**src/hdl/hc2924_pkg.sv**
```systemverilog
package hc2924_pkg;

  localparam int CodeBits = 30;
  localparam int EncBits  = 29;
  localparam int DataBits = 24;
  localparam int ParBits  = 5;

  // operation codes
  localparam logic FuncEncode = 1'b0;
  localparam logic FuncDecode = 1'b1;

  typedef logic [CodeBits-1:0] code_word_t;
  typedef logic [DataBits-1:0] data_word_t;
  typedef logic [ParBits-1:0]  syn_t;

  // code position of each data bit, most significant data bit first
  localparam logic [ParBits-1:0] DATA_POS [DataBits] = '{
    5'd3,  5'd5,  5'd6,  5'd7,  5'd9,  5'd10, 5'd11, 5'd12,
    5'd13, 5'd14, 5'd15, 5'd17, 5'd18, 5'd19, 5'd20, 5'd21,
    5'd22, 5'd23, 5'd24, 5'd25, 5'd26, 5'd27, 5'd28, 5'd29
  };

  // spread data bits over their code positions, parity positions left zero
  function automatic code_word_t place_data(input data_word_t d);
    code_word_t w;
    w = '0;
    for (int i = 0; i < DataBits; i++) begin
      w[DATA_POS[i] - 5'd1] = d[DataBits-1-i];
    end
    return w;
  endfunction

  // xor of the positions of all set bits
  function automatic syn_t word_syndrome(input code_word_t w);
    syn_t s;
    s = '0;
    for (int j = 0; j < CodeBits; j++) begin
      if (w[j]) begin
        s = s ^ ParBits'(j + 1);
      end
    end
    return s;
  endfunction

  // gather data bits back from their code positions
  function automatic data_word_t extract_data(input code_word_t w);
    data_word_t d;
    d = '0;
    for (int i = 0; i < DataBits; i++) begin
      d[DataBits-1-i] = w[DATA_POS[i] - 5'd1];
    end
    return d;
  endfunction

endpackage

```
**src/hdl/hamming_29_24_codec_top.sv**
```systemverilog
// Hamming single-error-correcting codec for 24-bit groups.
// Input channel: in_valid / in_stall with in_func, in_data_in, in_code_in.
//   in_func selects encode (data_in -> 29-bit code word) or decode
//   (30-bit received word -> corrected data and syndrome).
// Result channel: out_valid / out_stall with out_code_out, out_data_out,
//   out_syndrome; fields that do not belong to the operation read zero.
// A request is taken at a clock edge with valid high and stall low.
// Pipeline: three register stages: placement, syndrome tree, correction and
//   output register.
// Throughput: one request per cycle while out_stall is low.
// Stall: while the output holds a result and out_stall is high the whole
//   pipeline freezes and in_stall goes high; nothing is dropped or repeated.
// Reset (rst_n low, synchronous) clears all stage valid bits; no result is
//   pending afterwards.
module hamming_29_24_codec_top (
  input  logic        clk,
  input  logic        rst_n,
  input  logic        in_valid,
  output logic        in_stall,
  input  logic        in_func,
  input  logic [23:0] in_data_in,
  input  logic [29:0] in_code_in,
  output logic        out_valid,
  input  logic        out_stall,
  output logic [28:0] out_code_out,
  output logic [23:0] out_data_out,
  output logic [4:0]  out_syndrome
);

  logic                   adv;
  logic                   v1_r, v2_r, v3_r;
  logic                   func1_r, func2_r;
  hc2924_pkg::code_word_t word1_r, word2_r;
  hc2924_pkg::syn_t       syn2_r;

  hc2924_pkg::code_word_t word1_nxt;
  hc2924_pkg::syn_t       syn2_nxt;
  hc2924_pkg::code_word_t flip;
  hc2924_pkg::code_word_t corrected;
  hc2924_pkg::code_word_t par_word;
  logic [hc2924_pkg::EncBits-1:0]  code_nxt;
  hc2924_pkg::data_word_t          data_nxt;
  hc2924_pkg::syn_t                syn3_nxt;
  logic [hc2924_pkg::EncBits-1:0]  code_r;
  hc2924_pkg::data_word_t          data_r;
  hc2924_pkg::syn_t                syn3_r;

  // pipeline moves unless a finished result is held back
  assign adv      = !(v3_r && out_stall);
  assign in_stall = !adv;

  // stage 1: encode places data bits, decode takes the word as received
  always_comb begin
    if (in_func == hc2924_pkg::FuncDecode) begin
      word1_nxt = in_code_in;
    end else begin
      word1_nxt = hc2924_pkg::place_data(in_data_in);
    end
  end

  // stage 2: syndrome tree
  assign syn2_nxt = hc2924_pkg::word_syndrome(word1_r);

  // stage 3: flip the named bit, or fill the parity positions
  always_comb begin
    flip     = '0;
    par_word = word2_r;
    for (int j = 0; j < hc2924_pkg::CodeBits; j++) begin
      flip[j] = (syn2_r == hc2924_pkg::ParBits'(j + 1));
    end
    for (int k = 0; k < hc2924_pkg::ParBits; k++) begin
      par_word[(1 << k) - 1] = syn2_r[k];
    end
    corrected = word2_r ^ flip;
    if (func2_r == hc2924_pkg::FuncDecode) begin
      code_nxt = '0;
      data_nxt = hc2924_pkg::extract_data(corrected);
      syn3_nxt = syn2_r;
    end else begin
      code_nxt = par_word[hc2924_pkg::EncBits-1:0];
      data_nxt = '0;
      syn3_nxt = '0;
    end
  end

  // stage valid bits
  always_ff @(posedge clk) begin
    if (!rst_n) begin
      v1_r <= 1'b0;
      v2_r <= 1'b0;
      v3_r <= 1'b0;
    end else if (adv) begin
      v1_r <= in_valid;
      v2_r <= v1_r;
      v3_r <= v2_r;
    end
  end

  // stage payloads
  always_ff @(posedge clk) begin
    if (adv) begin
      func1_r <= in_func;
      word1_r <= word1_nxt;
      func2_r <= func1_r;
      word2_r <= word1_r;
      syn2_r  <= syn2_nxt;
      code_r  <= code_nxt;
      data_r  <= data_nxt;
      syn3_r  <= syn3_nxt;
    end
  end

  assign out_valid    = v3_r;
  assign out_code_out = code_r;
  assign out_data_out = data_r;
  assign out_syndrome = syn3_r;

endmodule

```
**config.mk**
```make
export PLATFORM = sky130hd
export DESIGN_NAME = hamming_29_24_codec_top
export DESIGN_NICKNAME = d
export VERILOG_FILES = /design/src/hdl/hc2924_pkg.sv /design/src/hdl/hamming_29_24_codec_top.sv
export SDC_FILE = /design/constraint.sdc
export NUM_CORES = 1
export LEC_CHECK = 0
export BUFFER_PORTS_ARGS = -buffer_cell sky130_fd_sc_hd__buf_4
export CELL_PAD_IN_SITES_DETAIL_PLACEMENT = 0
export CELL_PAD_IN_SITES_GLOBAL_PLACEMENT = 2
export CORE_MARGIN = 8
export CORE_UTILIZATION = 26
export CTS_CLUSTER_SIZE = 28
export DETAILED_ROUTE_END_ITERATION = 10
export GPL_ROUTABILITY_DRIVEN = 0
export MAX_ROUTING_LAYER = met4
export PLACE_DENSITY_LB_ADDON = 0.1
export SYNTH_ARGS = -nofsm -noshare
export SYNTH_HDL_FRONTEND = slang
export SYNTH_SLANG_ARGS = --single-unit
```
**constraint.sdc**
```tcl
create_clock -name clk -period 3.3 [get_ports clk]
set_input_delay 0.33 -clock clk [delete_from_list [all_inputs] [get_ports clk]]
set_output_delay 0.33 -clock clk [all_outputs]
set_load 0.005 [all_outputs]
```
==> reports/summary.json <==
{
  "status": {
    "status": "finished clean"
  },
  "job": {
    "max_cap_viol_count": 0
  },
  "routing": {
    "wire_per_inst_um": 16.7,
    "drt_first_pass_iters": 4,
    "detail_route.vias_per_cell": 4.10,
    "via_count": 3033,
    "detailedRoute.firstIterationViolations": 129,
    "detail_route.drc_violations": 0,
    "final_antenna_violating_net_count": 0,
    "wl_um": 12300
  },
  "setup_path": {
    "critical-path-top-delay-family": "simple AND/OR/NAND/NOR gates",
    "slowest_delay_ns": 0.58,
    "setup.worst_path.start_class": "register",
    "timing.critical_path.cells": "nand2b_1, or4_1, a21oi_1",
    "critical_path.endpoint_type": "register",
    "critPathKind": "reg -> reg",
    "critical_path_cell_with_the_highest_stage_delay": "sky130_fd_sc_hd__or4_1",
    "critPathBufInv": 0,
    "cp_data_required_time_ns": 3.56,
    "cp_max_fo": 14,
    "worst-endpoint-arrival_ns": 2.04
  },
  "place": {
    "post_dp_cell_area_um2": 6510,
    "dp_hpwl_um": 9020,
    "place_worst_setup_slack_ns": 1.51,
    "port_buffers": 118
  },
  "timing": {
    "min_tclk_post_route_ns": 1.79,
    "setup_viol_count_final": 0,
    "worst_pin_slew_ns": 0.780,
    "skew_ns": 0.00887,
    "grt_setup_unrepaired": "false",
    "maxClockFrequency_ghz": 0.560,
    "final.setup.tns_ns": 0,
    "report.final.hold_viol_count": 0,
    "worst_path_setup_slack_after_routing_ns": 1.51,
    "finalMaxSlewViolations": 0,
    "final.hold.worst_slack_ns": 0.130,
    "fin_crit_sh_pct": 54.1,
    "maxSlewHeadroom_pct": 48.0
  },
  "yosys": {
    "netlist_top_cells_count": "119 x sky130_fd_sc_hd__edfxtp_1, 29 x sky130_fd_sc_hd__nor2b_1, 24 x sky130_fd_sc_hd__a21oi_1, 24 x sky130_fd_sc_hd__mux2_2",
    "synth_edf_count": 119,
    "post_synthesis_async_set_or_reset_flop_share_pct": 0,
    "synthFlopType": "sky130_fd_sc_hd__edfxtp_1",
    "mappedNetlistNets": 391,
    "synth.yosys.warnings": 0,
    "synth_cell_types": 27,
    "netlist_top_cells_area": "sky130_fd_sc_hd__edfxtp_1 67%, sky130_fd_sc_hd__xnor3_1 5.9%, sky130_fd_sc_hd__mux2_2 5.1%",
    "synth_cells": 332,
    "summed_instance_area_of_the_synthesized_netlist_um2": 5300,
    "ys_seq_elements": 122,
    "seq_area_frac_synth_pct": 68.6,
    "syn-mean-instance-area_um2": 16.0,
    "synth_top_area_share_pct": 67.4,
    "yosysTopAreaCell": "sky130_fd_sc_hd__edfxtp_1",
    "post-synth-top-count-cell": "sky130_fd_sc_hd__edfxtp_1"
  },
  "final_layout": {
    "fillerInstances": 1961,
    "postLayoutCellArea_um2": 7120,
    "area.sequential_um2": 3630,
    "area.growth.synth_to_final_pct": 34.4,
    "n_antenna_cell": 0,
    "finalNetCount": 517,
    "total_area_of_multi_input_combinational_cells_um2": 1610,
    "drive_above_1_share_pct": 37.0
  },
  "grt": {
    "grt.met2_usage_pct": 15.0,
    "grt.busiest_layer": "met2",
    "use_met1_pct": 13.1,
    "grt_first_pass_wirelength_um": 19100,
    "grt_util_all_layers_pct": 10.3,
    "maximum_number_of_pins_on_one_net_before_global_route_repair": 57,
    "grt_pass1_vias": 3254,
    "use_met3_pct": 3.21,
    "antenna_violations_before_repair": 0,
    "grt_overflow": 0
  },
  "power": {
    "vdd_drop_max_v": 0.000353,
    "power.density_cell_area_nw_per_um2": 703,
    "static-leakage-power_uw": 0.00287,
    "power_total_uw": 5010
  },
  "floorplan": {
    "die_height_um": 159,
    "design.die.area_um2": 25200,
    "coreArea_um2": 20100,
    "rows": 52,
    "die_extent_in_x_um": 159,
    "number_of_primary_i_o_pins": 119,
    "floorplan.initialDensity_pct": 26.4
  },
  "clocking": {
    "cts_post_setup_buffers_inserted": 0,
    "insertion_delay_ns": 0.41,
    "clock_sinks": 122,
    "cts_tree": "yes",
    "cts.clk_slew.worst_paths_ns": 0.05,
    "cts_inserted_buffers": 17,
    "cts-root-to-sink-buffers": 2,
    "cts-root-buf": "sky130_fd_sc_hd__clkbuf_16",
    "h-tree-depth": 4,
    "postCtsResizedCells": 0,
    "postCtsHoldBufs": 0
  },
  "worst_hold_path": {
    "class_of_the_most_critical_hold_timing_path": "in -> reg"
  }
}
## cells by family (layout without fill, tap and decap cells)
kind of cell / after synthesis / count (layout) / share of synthesized area [%]
AOI/OAI and AO/OA: 51 / 51 / 5.19
buffers and inverters: 16 / 154 / 1.20
and+or+nand+nor: 82 / 82 / 9.63
DFF: 122 / 122 / 68.6
muxes: 24 / 24 / 5.10
xor gates and xnor gates: 37 / 37 / 10.3
## final timing paths
kind / start / end / slack, ns / cells past startpoint
worst max-delay path: syn2_r[1]$_DFFE_PN_ / out_data_out[19]$_SDFFCE_PN0N_ / 1.51 / 3
worst min-delay path: rst_n / out_valid$_SDFFE_PN0N_ / 0.13 / 2
worst max register to register: syn2_r[1]$_DFFE_PN_ / out_data_out[19]$_SDFFCE_PN0N_ / 1.51 / 3
worst min register to register: func1_r$_DFFE_PN_ / func2_r$_DFFE_PN_ / 0.42 / 0
## registers in the layout, indices dropped and copies added (netlist names)
name          flops
func1_r           1
func2_r           1
out_code_out     29
out_data_out     24
out_syndrome      5
out_valid         1
syn2_r            5
v1_r              1
v2_r              1
word1_r          30
word2_r          24
## cell usage in the layout, fill, tap and decap left out, types with 3 or more instances in the layout
cell	synthesis	layout
sky130_fd_sc_hd__clkinv_1	0	3
sky130_fd_sc_hd__clkbuf_1	10	3
sky130_fd_sc_hd__bufinv_16	0	5
sky130_fd_sc_hd__xnor2_1	15	15
sky130_fd_sc_hd__xor2_1	5	5
sky130_fd_sc_hd__clkinv_2	0	3
sky130_fd_sc_hd__xnor3_1	14	14
sky130_fd_sc_hd__buf_4	0	120
sky130_fd_sc_hd__or4_1	5	5
sky130_fd_sc_hd__nand2b_1	4	4
sky130_fd_sc_hd__a21oi_1	24	24
sky130_fd_sc_hd__or3_1	19	19
sky130_fd_sc_hd__edfxtp_1	119	119
sky130_fd_sc_hd__dfxtp_1	3	3
sky130_fd_sc_hd__nand3b_1	4	4
sky130_fd_sc_hd__o21ai_0	19	19
sky130_fd_sc_hd__mux2_2	24	24
sky130_fd_sc_hd__o31ai_1	5	5
sky130_fd_sc_hd__nand2_1	7	6
sky130_fd_sc_hd__nor2b_1	29	29
sky130_fd_sc_hd__clkbuf_16	0	17
sky130_fd_sc_hd__and2_1	11	11
## routing by layer
layer | share of wire (%) | vias up
met1 | 48 | 1432
met5 | 0 | -
met2 | 46 | 87
met3 | 4.3 | 15
met4 | 1.6 | 0
li1 | - | 1499
## cell type report
| class | count | area share, % |
|---|---|---|
| timing repair buffer | 121 | 12.9 |
| inverter | 2 | 0.105 |
| clock buffer | 20 | 6.13 |
| clock inverter | 11 | 2.48 |
| sequential | 122 | 51.0 |
| tap | 270 | 4.74 |
| multi-input combinational | 194 | 22.6 |
## stage by stage
stage | instances | utilization [%]
after detailed placement | 709 | 32.4
after global placement | 709 | 32.4
final | 740 | 35.4
after CTS | 740 | 35.4
after floorplan | 332 | -
after global routing | 740 | 35.4
## power breakdown
part	leakage, uW	internal [uW]	switching, uW	total, uW
clock network	0.000300	1320	629	1950
logic	0.00123	514	385	899
registers	0.00134	1970	182	2160
total	0.00287	3810	1200	5010
(Power assumes the default switching activity.)
